<file path="src/design/key_matrix_release_debounce_top_assert.svh">
// Assertion macros for the key matrix release debouncer.
`ifndef KEY_MATRIX_RELEASE_DEBOUNCE_TOP_ASSERT_SVH
`define KEY_MATRIX_RELEASE_DEBOUNCE_TOP_ASSERT_SVH

`ifndef SYNTHESIS
`define KMRD_ASSERT(lbl, clk, rstn, prop) \
    lbl: assert property (@(posedge clk) disable iff (!rstn) prop) \
        else $error("assertion failed");
`define KMRD_ASSERT_ALWAYS(lbl, clk, prop) \
    lbl: assert property (@(posedge clk) prop) \
        else $error("assertion failed");
`else
`define KMRD_ASSERT(lbl, clk, rstn, prop)
`define KMRD_ASSERT_ALWAYS(lbl, clk, prop)
`endif

`endif

</file>
<file path="src/design/kmrd_pkg.sv">
package kmrd_pkg;

    localparam int KEY_W    = 6;
    localparam int KEY_SPAN = 2 ** KEY_W;
    localparam int TIME_W   = 32;
    localparam int HOLD_W   = 20;
    localparam int CNT_W    = 7;

    localparam logic MODE_SAMPLE = 1'b0;
    localparam logic MODE_CLEAR  = 1'b1;

    localparam int unsigned US_PER_MS = 1000;
    localparam logic [HOLD_W-1:0] HOLD_RESET = HOLD_W'(5 * US_PER_MS);

    typedef struct packed {
        logic              deb;
        logic              prev_level;
        logic              pend;
        logic [TIME_W-1:0] start;
    } key_entry_t;

    typedef struct packed {
        logic             en;
        logic [KEY_W-1:0] key;
        key_entry_t       entry;
    } mem_wr_t;

    typedef struct packed {
        key_entry_t entry;
        logic       pend_set;
        logic       pend_clr;
    } upd_t;

endpackage

</file>
<file path="src/design/kmrd_state_mem.sv">
module kmrd_state_mem #(
    parameter int DEPTH = 64
) (
    input  logic                         aclk,
    input  logic                         aresetn,
    input  logic                         rd_en,
    input  logic [kmrd_pkg::KEY_W-1:0]   rd_key,
    input  kmrd_pkg::mem_wr_t            wr,
    output kmrd_pkg::key_entry_t         rd_entry
);
    import kmrd_pkg::*;

    localparam int ADDR_W = (DEPTH > 1) ? $clog2(DEPTH) : 1;

    key_entry_t        mem [DEPTH];
    logic [DEPTH-1:0]  valid_reg;
    key_entry_t        rd_data_reg;
    logic              rd_vld_reg;
    logic [ADDR_W-1:0] raddr;
    logic [ADDR_W-1:0] waddr;

    assign raddr = rd_key[ADDR_W-1:0];
    assign waddr = wr.key[ADDR_W-1:0];

    always_ff @(posedge aclk) begin
        if (wr.en) begin
            mem[waddr] <= wr.entry;
        end
        if (rd_en) begin
            rd_data_reg <= mem[raddr];
        end
    end

    always_ff @(posedge aclk) begin
        if (!aresetn) begin
            valid_reg  <= '0;
            rd_vld_reg <= 1'b0;
        end else begin
            if (wr.en) begin
                valid_reg[waddr] <= 1'b1;
            end
            if (rd_en) begin
                rd_vld_reg <= valid_reg[raddr];
            end
        end
    end

    // never-written entries read as cleared flags
    always_comb begin
        rd_entry            = rd_data_reg;
        rd_entry.deb        = rd_vld_reg & rd_data_reg.deb;
        rd_entry.prev_level = rd_vld_reg & rd_data_reg.prev_level;
        rd_entry.pend       = rd_vld_reg & rd_data_reg.pend;
    end

endmodule

</file>
<file path="src/design/kmrd_update.sv">
module kmrd_update (
    input  kmrd_pkg::key_entry_t           cur,
    input  logic                           mode,
    input  logic                           raw,
    input  logic [kmrd_pkg::TIME_W-1:0]    now,
    input  logic [kmrd_pkg::HOLD_W-1:0]    hold,
    output kmrd_pkg::upd_t                 upd
);
    import kmrd_pkg::*;

    logic [TIME_W-1:0] elapsed;
    logic              expired;
    key_entry_t        nxt;

    assign elapsed = now - cur.start;
    assign expired = elapsed >= TIME_W'(hold);

    always_comb begin
        nxt = cur;
        if (mode == MODE_CLEAR) begin
            nxt.deb        = 1'b0;
            nxt.prev_level = 1'b0;
            nxt.pend       = 1'b0;
        end else begin
            if (raw != cur.prev_level) begin
                if (raw) begin
                    nxt.deb  = 1'b1;
                    nxt.pend = 1'b0;
                end else begin
                    nxt.start = now;
                    nxt.pend  = 1'b1;
                end
            end else if (!raw && cur.deb && cur.pend && expired) begin
                nxt.deb  = 1'b0;
                nxt.pend = 1'b0;
            end
            nxt.prev_level = raw;
        end
        upd.entry    = nxt;
        upd.pend_set = nxt.pend & ~cur.pend;
        upd.pend_clr = cur.pend & ~nxt.pend;
    end

endmodule

</file>
<file path="src/design/key_matrix_release_debounce_top.sv">
// channel | direction | handshake            | payload
// s_      | in        | s_valid / s_ready    | mode, key_sel, raw_pressed, now_us
// m_      | out       | m_valid / m_ready    | key_out, debounced_pressed,
//         |           |                      | release_pending, pending_count
// cfg_    | in        | cfg_valid / cfg_ready| release_hold_us
// One request per cycle unless stalled; requests sit in s1, results in m_.
// Per-key state sits in one memory with a registered read; a write to the same
// key, made as the following request is accepted, is forwarded to that request.
// Reset is synchronous; per-key valid bits clear at once, so no clearing pass.
// A stalled result holds the update stage; input stalls only then.
module key_matrix_release_debounce_top #(
    parameter int NUM_KEYS = 64
) (
    input  logic                           aclk,
    input  logic                           aresetn,
    input  logic                           s_valid,
    output logic                           s_ready,
    input  logic                           s_mode,
    input  logic [kmrd_pkg::KEY_W-1:0]     s_key_sel,
    input  logic                           s_raw_pressed,
    input  logic [kmrd_pkg::TIME_W-1:0]    s_now_us,
    output logic                           m_valid,
    input  logic                           m_ready,
    output logic [kmrd_pkg::KEY_W-1:0]     m_key_out,
    output logic                           m_debounced_pressed,
    output logic                           m_release_pending,
    output logic [kmrd_pkg::CNT_W-1:0]     m_pending_count,
    input  logic                           cfg_valid,
    output logic                           cfg_ready,
    input  logic [kmrd_pkg::HOLD_W-1:0]    cfg_release_hold_us
);
    import kmrd_pkg::*;

    localparam int DEPTH = (NUM_KEYS < KEY_SPAN) ? NUM_KEYS : KEY_SPAN;

    logic [HOLD_W-1:0] hold_reg;
    logic              s1_vld_reg;
    logic              s1_mode_reg;
    logic [KEY_W-1:0]  s1_key_reg;
    logic              s1_raw_reg;
    logic [TIME_W-1:0] s1_now_reg;
    logic              fwd_hit_reg;
    key_entry_t        fwd_entry_reg;
    logic [CNT_W-1:0]  pend_total_reg;
    logic [CNT_W-1:0]  pend_total_next;
    logic              m_valid_reg;
    logic [KEY_W-1:0]  m_key_reg;
    logic              m_deb_reg;
    logic              m_pend_reg;
    logic [CNT_W-1:0]  m_cnt_reg;

    logic              s_acc;
    logic              s1_adv;
    logic              in_range;
    key_entry_t        mem_entry;
    key_entry_t        cur_entry;
    upd_t              upd;
    mem_wr_t           wr;

    assign cfg_ready = 1'b1;
    assign s1_adv    = s1_vld_reg && (!m_valid_reg || m_ready);
    assign s_ready   = !s1_vld_reg || s1_adv;
    assign s_acc     = s_valid && s_ready;
    assign in_range  = 9'(s1_key_reg) < 9'(NUM_KEYS);

    assign wr.en    = s1_adv && in_range;
    assign wr.key   = s1_key_reg;
    assign wr.entry = upd.entry;

    assign cur_entry = fwd_hit_reg ? fwd_entry_reg : mem_entry;

    always_comb begin
        pend_total_next = pend_total_reg;
        if (wr.en) begin
            pend_total_next = pend_total_reg + CNT_W'(upd.pend_set) - CNT_W'(upd.pend_clr);
        end
    end

    kmrd_state_mem #(
        .DEPTH (DEPTH)
    ) u_mem (
        .aclk     (aclk),
        .aresetn  (aresetn),
        .rd_en    (s_acc),
        .rd_key   (s_key_sel),
        .wr       (wr),
        .rd_entry (mem_entry)
    );

    kmrd_update u_upd (
        .cur  (cur_entry),
        .mode (s1_mode_reg),
        .raw  (s1_raw_reg),
        .now  (s1_now_reg),
        .hold (hold_reg),
        .upd  (upd)
    );

    always_ff @(posedge aclk) begin
        if (!aresetn) begin
            hold_reg       <= HOLD_RESET;
            s1_vld_reg     <= 1'b0;
            pend_total_reg <= '0;
            m_valid_reg    <= 1'b0;
        end else begin
            if (cfg_valid && cfg_ready) begin
                hold_reg <= cfg_release_hold_us;
            end
            if (s_ready) begin
                s1_vld_reg <= s_valid;
            end
            pend_total_reg <= pend_total_next;
            if (s1_adv) begin
                m_valid_reg <= 1'b1;
            end else if (m_ready) begin
                m_valid_reg <= 1'b0;
            end
        end
    end

    always_ff @(posedge aclk) begin
        if (s_acc) begin
            s1_mode_reg   <= s_mode;
            s1_key_reg    <= s_key_sel;
            s1_raw_reg    <= s_raw_pressed;
            s1_now_reg    <= s_now_us;
            // forward the entry written at this edge to the next request
            fwd_hit_reg   <= wr.en && (s1_key_reg == s_key_sel);
            fwd_entry_reg <= upd.entry;
        end
        if (s1_adv) begin
            m_key_reg  <= s1_key_reg;
            m_deb_reg  <= in_range & upd.entry.deb;
            m_pend_reg <= in_range & upd.entry.pend;
            m_cnt_reg  <= pend_total_next;
        end
    end

    assign m_valid             = m_valid_reg;
    assign m_key_out           = m_key_reg;
    assign m_debounced_pressed = m_deb_reg;
    assign m_release_pending   = m_pend_reg;
    assign m_pending_count     = m_cnt_reg;

`include "key_matrix_release_debounce_top_assert.svh"

    `KMRD_ASSERT(a_count_bound, aclk, aresetn, pend_total_reg <= CNT_W'(DEPTH))
    `KMRD_ASSERT(a_no_write_on_stall, aclk, aresetn, (m_valid_reg && !m_ready) |-> !wr.en)
    `KMRD_ASSERT(a_stall_needs_item, aclk, aresetn, !s_ready |-> s1_vld_reg)
    `KMRD_ASSERT(a_count_moves_on_write, aclk, aresetn, !wr.en |=> $stable(pend_total_reg))
    `KMRD_ASSERT_ALWAYS(a_reset_clears, aclk, !aresetn |=> (pend_total_reg == '0 && !m_valid_reg))

endmodule
</file>
<file path="config.mk">
export PLATFORM = sky130hd
export DESIGN_NAME = key_matrix_release_debounce_top
export DESIGN_NICKNAME = d
export VERILOG_FILES = /design/src/design/kmrd_pkg.sv /design/src/design/kmrd_state_mem.sv /design/src/design/kmrd_update.sv /design/src/design/key_matrix_release_debounce_top.sv
export VERILOG_INCLUDE_DIRS = /design/src /design/src/design
export SDC_FILE = /design/constraint.sdc
export NUM_CORES = 2
export LEC_CHECK = 0
export ABC_AREA = 0
export BUFFER_PORTS_ARGS = -buffer_cell sky130_fd_sc_hd__buf_2
export CAP_MARGIN = 20
export CORE_MARGIN = 3
export CORE_UTILIZATION = 55
export CTS_CLUSTER_DIAMETER = 40
export CTS_CLUSTER_SIZE = 20
export DETAILED_ROUTE_END_ITERATION = 7
export GPL_ROUTABILITY_DRIVEN = 0
export GPL_TIMING_DRIVEN = 0
export PLACE_DENSITY = 0.74
export SLEW_MARGIN = 0
export SYNTH_ARGS = -nofsm -noshare
export SYNTH_HDL_FRONTEND = slang
export SYNTH_SLANG_ARGS = --single-unit
export TNS_END_PERCENT = 100
</file>
<file path="constraint.sdc">
create_clock -name aclk -period 7.4 [get_ports aclk]
set_input_delay 0 -clock aclk [delete_from_list [all_inputs] [get_ports aclk]]
set_output_delay 0 -clock aclk [all_outputs]
set_load 0.02 [all_outputs]
</file>
# After elaboration in Yosys (flattened, before gate mapping)
# Memory sizes are Yosys's and may differ from the RTL's. A register that Yosys moved wholly into a read port is not among the register bits.
# Index checks and enable logic that the tools add are counted.
# W data, S select, Z words.
dict set report totals {
  ff_bits 185
  ram_bits 2240
  in_bits 65
  word_cells 70
  n_memories 1
}
# name depth word_bits read_ports rd_clocked_by_memory_dff wr line
set mem_list {}
lappend mem_list {u_mem.mem 64 35 1 1 1 kmrd_state_mem.sv:15} ;# key_entry_t mem [DEPTH];
dict set report classes {
  addsub 3
  n_lt_le_gt_ge 4
  eq_ne 2
  n_mux 20
  n_bitwise 8
  reduce_logical 13
}
# cell count
set ops {}
lappend ops {{$mux W32} 3}
lappend ops {{$or A64 B64 Y64} 1}
lappend ops {{$mux W35} 1}
lappend ops {{$ge A32 B20 Y1} 1}
lappend ops {{$sub A32 B32 Y32} 1}
lappend ops {{$lt A6 B7 Y1 const B} 2}
lappend ops {{$mux W1} 12}
lappend ops {{$add A7 B1 Y7} 1}
lappend ops {{$logic_and A1 B1 Y1} 7}
lappend ops {{$mux W7} 1}
lappend ops {{$sub A7 B1 Y7} 1}
lappend ops {{$bmux W1 S6} 1}
lappend ops {{$demux W1 S6} 1}
lappend ops {{$eq A6 B6 Y1} 1}
lappend ops {{$ge A6 B1 Y1 const B} 1}
lappend ops {{$and A1 B1 Y1} 5}
lappend ops {{$logic_not A1 Y1} 3}
lappend ops {{$mux W3} 1}
lappend ops {{$logic_or A1 B1 Y1} 2}
lappend ops {{$not A1 Y1} 2}
lappend ops {{$reduce_bool A2 Y1} 1}
lappend ops {{$ne A1 B1 Y1} 1}

# Depth between registers and ports, before layout
dict set report depth {
  word_depth 12
  depth_mapped 32
}

# Hierarchy
# A second synthesis with hierarchy kept.
dict set report unflattened {
  hier_cells 4350
  hier_area_um2 96607.7
}
# module n_inst cells_per_inst area_per_inst_um2
set by_module_without_submodules {}
lappend by_module_without_submodules {kmrd_state_mem 1 3555 88849.0}
lappend by_module_without_submodules {key_matrix_release_debounce_top 1 307 4700.8}
lappend by_module_without_submodules {kmrd_update 1 488 3057.9}

# Least setup slack after synthesis
# OpenSTA, ideal clock, no wires.
dict set report synth_path {
  kind {register -> register}
  start {reg fwd_hit_reg}
  end {reg fwd_entry_reg[34] (netlist bit) (data pin)}
  setup_ns 0.696
  t_arrival_ns 7.071
  slack_ns -0.367
  stages_incl_launch_ff 21
  path_buffers 2
  period_less_slack_ns 7.767
  cell_sequence {edfxtp_1 clkbuf_1 clkbuf_1 mux2i_1 ha_1 and3_1 a211oi_2 a21oi_1 o21ai_0 o21a_1 o21ai_0 xor2_1 ha_1 a21oi_1 o21ai_0 a2111oi_0 nand4b_1 nor4b_1 and4_1 a31oi_1 nor3_1}
}
# item line
set synth_rtl {}
lappend synth_rtl {{start: declaration} key_matrix_release_debounce_top.sv:42} ;# logic fwd_hit_reg;
lappend synth_rtl {{start signal: assignment} key_matrix_release_debounce_top.sv:128} ;# fwd_hit_reg <= wr.en && (s1_key_reg == s_key_sel);
lappend synth_rtl {{end signal: assignment} key_matrix_release_debounce_top.sv:129} ;# fwd_entry_reg <= upd.entry;
lappend synth_rtl {{end: declaration} key_matrix_release_debounce_top.sv:43} ;# key_entry_t fwd_entry_reg;

# Final worst setup path
dict set report layout_path {
  start {reg fwd_hit_reg}
  end {reg pend_total_reg[6]}
}
dict set report layout_via {
  elab_chain_cells 11
  word_cells_on_any_way 17
  classes_between {add/sub (3); order compare (1); eq/ne (1); mux (5); bitwise (4); reduce/logical (3)}
}
# item line
set layout_rtl {}
lappend layout_rtl {{$mux W35 (*)} key_matrix_release_debounce_top.sv:70} ;# assign cur_entry = fwd_hit_reg ? fwd_entry_reg : mem_entry;
lappend layout_rtl {{$sub A32 B32 Y32 / $logic_and A1 B1 Y1 (equally long branches)} {kmrd_update.sv:15, kmrd_update.sv:33}}
lappend layout_rtl {{$ge A32 B20 Y1 / $logic_and A1 B1 Y1 (equally long branches)} {kmrd_update.sv:16, kmrd_update.sv:33}}
lappend layout_rtl {{$logic_and A1 B1 Y1} kmrd_update.sv:33} ;# end else if (!raw && cur.deb && cur.pend && expired) begin
lappend layout_rtl {{$mux W1} kmrd_update.sv:33}
lappend layout_rtl {{$mux W1} kmrd_update.sv:25} ;# if (raw != cur.prev_level) begin
lappend layout_rtl {{$mux W3} kmrd_update.sv:20} ;# if (mode == MODE_CLEAR) begin
lappend layout_rtl {{$and A1 B1 Y1 / $not A1 Y1 (equally long branches)} {kmrd_update.sv:40, kmrd_update.sv:41}}
lappend layout_rtl {{$add A7 B1 Y7 / $and A1 B1 Y1 (equally long branches)} {key_matrix_release_debounce_top.sv:75, kmrd_update.sv:41}}
lappend layout_rtl {{$sub A7 B1 Y7 (*)} key_matrix_release_debounce_top.sv:75} ;# pend_total_next = pend_total_reg + CNT_W'(upd.pend_set) - CNT_W'(upd.pend_clr);
lappend layout_rtl {{$mux W7 (*)} key_matrix_release_debounce_top.sv:74} ;# if (wr.en) begin
lappend layout_rtl {{via pend_total_next[6]} key_matrix_release_debounce_top.sv:45} ;# logic [CNT_W-1:0] pend_total_next;
lappend layout_rtl {{end signal: assignment} key_matrix_release_debounce_top.sv:112} ;# pend_total_reg <= pend_total_next;
lappend layout_rtl {{end: declaration} key_matrix_release_debounce_top.sv:44} ;# logic [CNT_W-1:0] pend_total_reg;
# Mark *: on every way through the listed nets, which the timed path passes. The rest lies on a longest branch.
# A chain may end at the register's enable or synchronous reset.

==> out/qor.csv <==
stage;metric;value;unit
outcome;outcome;finished, final reports clean;
logic_synthesis;XOR/XNOR Fraction of Synth Area;0.358;%
routing;DRT antenna net count;0;
logic_synthesis;Distinct cells, synth;60;
timing;final setup fails;0;
run;maxcap violations;0;
grt;first-pass GRT wire length;379000;um
layout;layout cells sized above 1;32.6;%
floorplanning;starting density of the core;55.5;%
worst_setup_path;CP max stage delay;0.44;ns
grt;initial antenna violation count;15;
worst_hold_path;Worst Hold Class;primary input to flip-flop;
layout;FILL cells;10200;
worst_setup_path;CP Capture Type;flip-flop;
floorplanning;Die Height;423;um
layout;max reg flops;2240;
timing;period utilization;95.2;%
layout;non-filler cells, final;7306;
worst_setup_path;crit-path most repeated cell;ha_1;
logic_synthesis;synthesized area per cell;23.1;sq um
logic_synthesis;Post-Synth Adder-Cell Area;0.815;%
routing;via/cell ratio;6.79;
cts;total CTS buffers;278;
routing;First-pass DRT Iterations;8;
layout;most frequent cells in the layout;edfxtp_1, mux4_2, clkbuf_16, dlygate4sd3_1;
layout;commonest non-fill, non-tap cell in the layout;edfxtp_1;
floorplanning;die span in x;423;um
timing;clk_skew;0.0575;ns
pwr;Leakage;36.1;nW
logic_synthesis;synthesized cell area;95500;sq um
logic_synthesis;Mapped Nets;4266;
worst_setup_path;Crit path arrival time;7.85;ns
pwr;PwrDens;282;nW/um^2
timing;worst-margin pin slew;1.28;ns
layout;nets;4917;
logic_synthesis;main combinational cell family by area after synthesis;multiplexers;
cts;clk_lat worst skew;0.94;ns
logic_synthesis;sequential area share after synthesis;76.4;%
placement;Port Buffers;79;
worst_setup_path;Critical Path RT;8.21;ns
logic_synthesis;post-synthesis cell count;4140;
timing;count of pins over their slew limit;0;
timing;Max Clock Freq;142;MHz
floorplanning;die area;179000;sq um
grt;largest net degree at the start of global routing;62;
routing;wire per inst;36.6;um
cts;# H-tree levels;5;
floorplanning;CORE AREA;172000;sq um
cts;clock sink total;2460;
routing;Remaining DRCs;0;
worst_setup_path;crit start category;flip-flop;
worst_setup_path;critical path peak fanout;10;
logic_synthesis;Synthesis Warnings;0;
logic_synthesis;Compound-Gate Fraction of Synth Area;1.69;%
timing;Worst slew margin;14.7;%
logic_synthesis;multiplexer share of the synthesized area;18.4;%
routing;vias;49600;
floorplanning;# IOs;83;
cts;clk slew on worst S/H paths;0.07;ns
worst_setup_path;slowest library cell on the worst path;fa_1;
grt;global route overflow;0;
cts;CTS root buffer;clkbuf_16;
pwr;Max VDD drop;0.269;mV
cts;CTS tree;yes;
floorplanning;# rows;152;
timing;final hold vios;0;
logic_synthesis;Synth Area in Simple Gates;1.33;%
placement;Cells after DPL;6656;
timing;min Tclk post-route;7.05;ns
grt;Total Routing Usage GR;30.3;%
layout;FF+latch area;72900;sq um
logic_synthesis;Synth async-reset ratio;0;%
logic_synthesis;top_reg_cell synth;edfxtp_1;
layout;Multi-input gate area;22500;sq um
grt;vias in the first global route;50400;
routing;Initial DRC Count;7737;
logic_synthesis;Seq cells post-synth;2460;
logic_synthesis;Post-synth EDFFs;2366;
worst_setup_path;kind of critical path;flip-flop to flip-flop;
cts;Clock Tree Buf Depth;4;
placement;DP HPWL;164000;um
layout;P&R area growth vs syn;18.8;%
routing;Routed WL;268000;um
timing;setup TNS;0;ns
## through the flow
stage,util (%),power (mW),hold slack [ns],setup slack [ns],cell area [sq um]
3_5_place_dp,59.5,18.2,0.178,-1.51,102000
2_1_floorplan,-,17.3,0.0989,0.484,95500
6_report,65.9,32.0,0.211,0.354,113000
5_1_grt,65.9,32.8,0.193,-0.000271,113000
3_3_place_gp,57.4,18.1,0.179,-2.68,98800
4_1_cts,65.8,32.0,0.130,0.00369,113000
## critical path: cells and delay by family (launching register included)
family          cells  cell delay, ns
xor+xnor            3            0.47
simple gates        6            1.11
fa+ha+maj           5            1.54
flops               1            0.33
compound gates     12            2.27
buf+inv             5            0.86
mux                 1            0.34
## per-layer routing
metal	track usage [%]	share of wire [%]	routed length (um)	vias up
met5	0	0.0037	10	-
met4	16.1	6.2	16600	2
met3	7.81	12	32600	750
met2	46.7	47	127000	3939
met1	40.3	34	91600	25900
li1	-	-	-	19000
## cell usage after synthesis, drive strengths merged (6+ instances only)
cell | instances | area [sq um]
o211ai | 12 | 90.1
nand2 | 61 | 229
xnor2 | 20 | 175
a21o | 20 | 150
nand4 | 15 | 93.8
buf | 80 | 433
nand3 | 8 | 40.0
a211oi | 6 | 50.1
mux4 | 748 | 16800
edfxtp | 2366 | 71000
mux2 | 10 | 113
o21a | 72 | 541
inv | 32 | 120
clkbuf | 128 | 480
and2 | 10 | 62.6
nor2 | 123 | 462
nor3 | 9 | 45.0
dfxtp | 94 | 1880
mux2i | 57 | 571
nor2b | 25 | 156
xor2 | 19 | 166
ha | 59 | 738
o21ai | 31 | 155
a21oi | 79 | 399
## final timing paths
kind	from	end	slack, ns	cells past startpoint
worst min-delay path	aresetn	pend_total_reg[4]	0.21	3
worst min register to register	u_mem.valid_reg[23]	u_mem.valid_reg[23]	0.47	1
worst max-delay path	fwd_hit_reg	pend_total_reg[6]	0.35	32
worst max register to register	fwd_hit_reg	pend_total_reg[6]	0.35	32
## repair_timing
| item | CTS | global route |
|---|---|---|
| resized for setup | 18 | 25 |
| hold buffers | 149 | 0 |
| cloned | 0 | 0 |
| pin swaps | 1 | 5 |
| setup buffers | 4 | 2 |
| endpoints found under the hold margin | 134 | 0 |
| endpoints found under the setup margin | 129 | 6 |
## cells by family (layout without fill, tap and decap cells)
| kind of cell | count (synthesis) | in the layout |
|---|---|---|
| other cells | 1 | 5 |
| fa+ha+maj | 61 | 61 |
| flops | 2460 | 2460 |
| buf+inv | 240 | 1092 |
| simple gates | 277 | 277 |
| xor+xnor | 39 | 39 |
| compound gates | 247 | 247 |
| mux | 815 | 815 |
## area by class of cell
class	instances	share of cell area (%)
diodes	4	0.00882
plain buffers	207	0.818
clock buffers	309	6.52
clock inverters	172	1.62
inverters	32	0.106
multi-input cells	1440	19.9
flip-flops and latches	2460	64.3
well taps	2310	2.55
repair buffers	372	4.25
## power breakdown
part / internal (mW) / switching, mW
logic: 0.902 / 1.56
registers: 15.6 / 0.0557
clock network: 8.14 / 5.75
total: 24.7 / 7.36
Note: power is estimated with default switching activity, not from simulation.
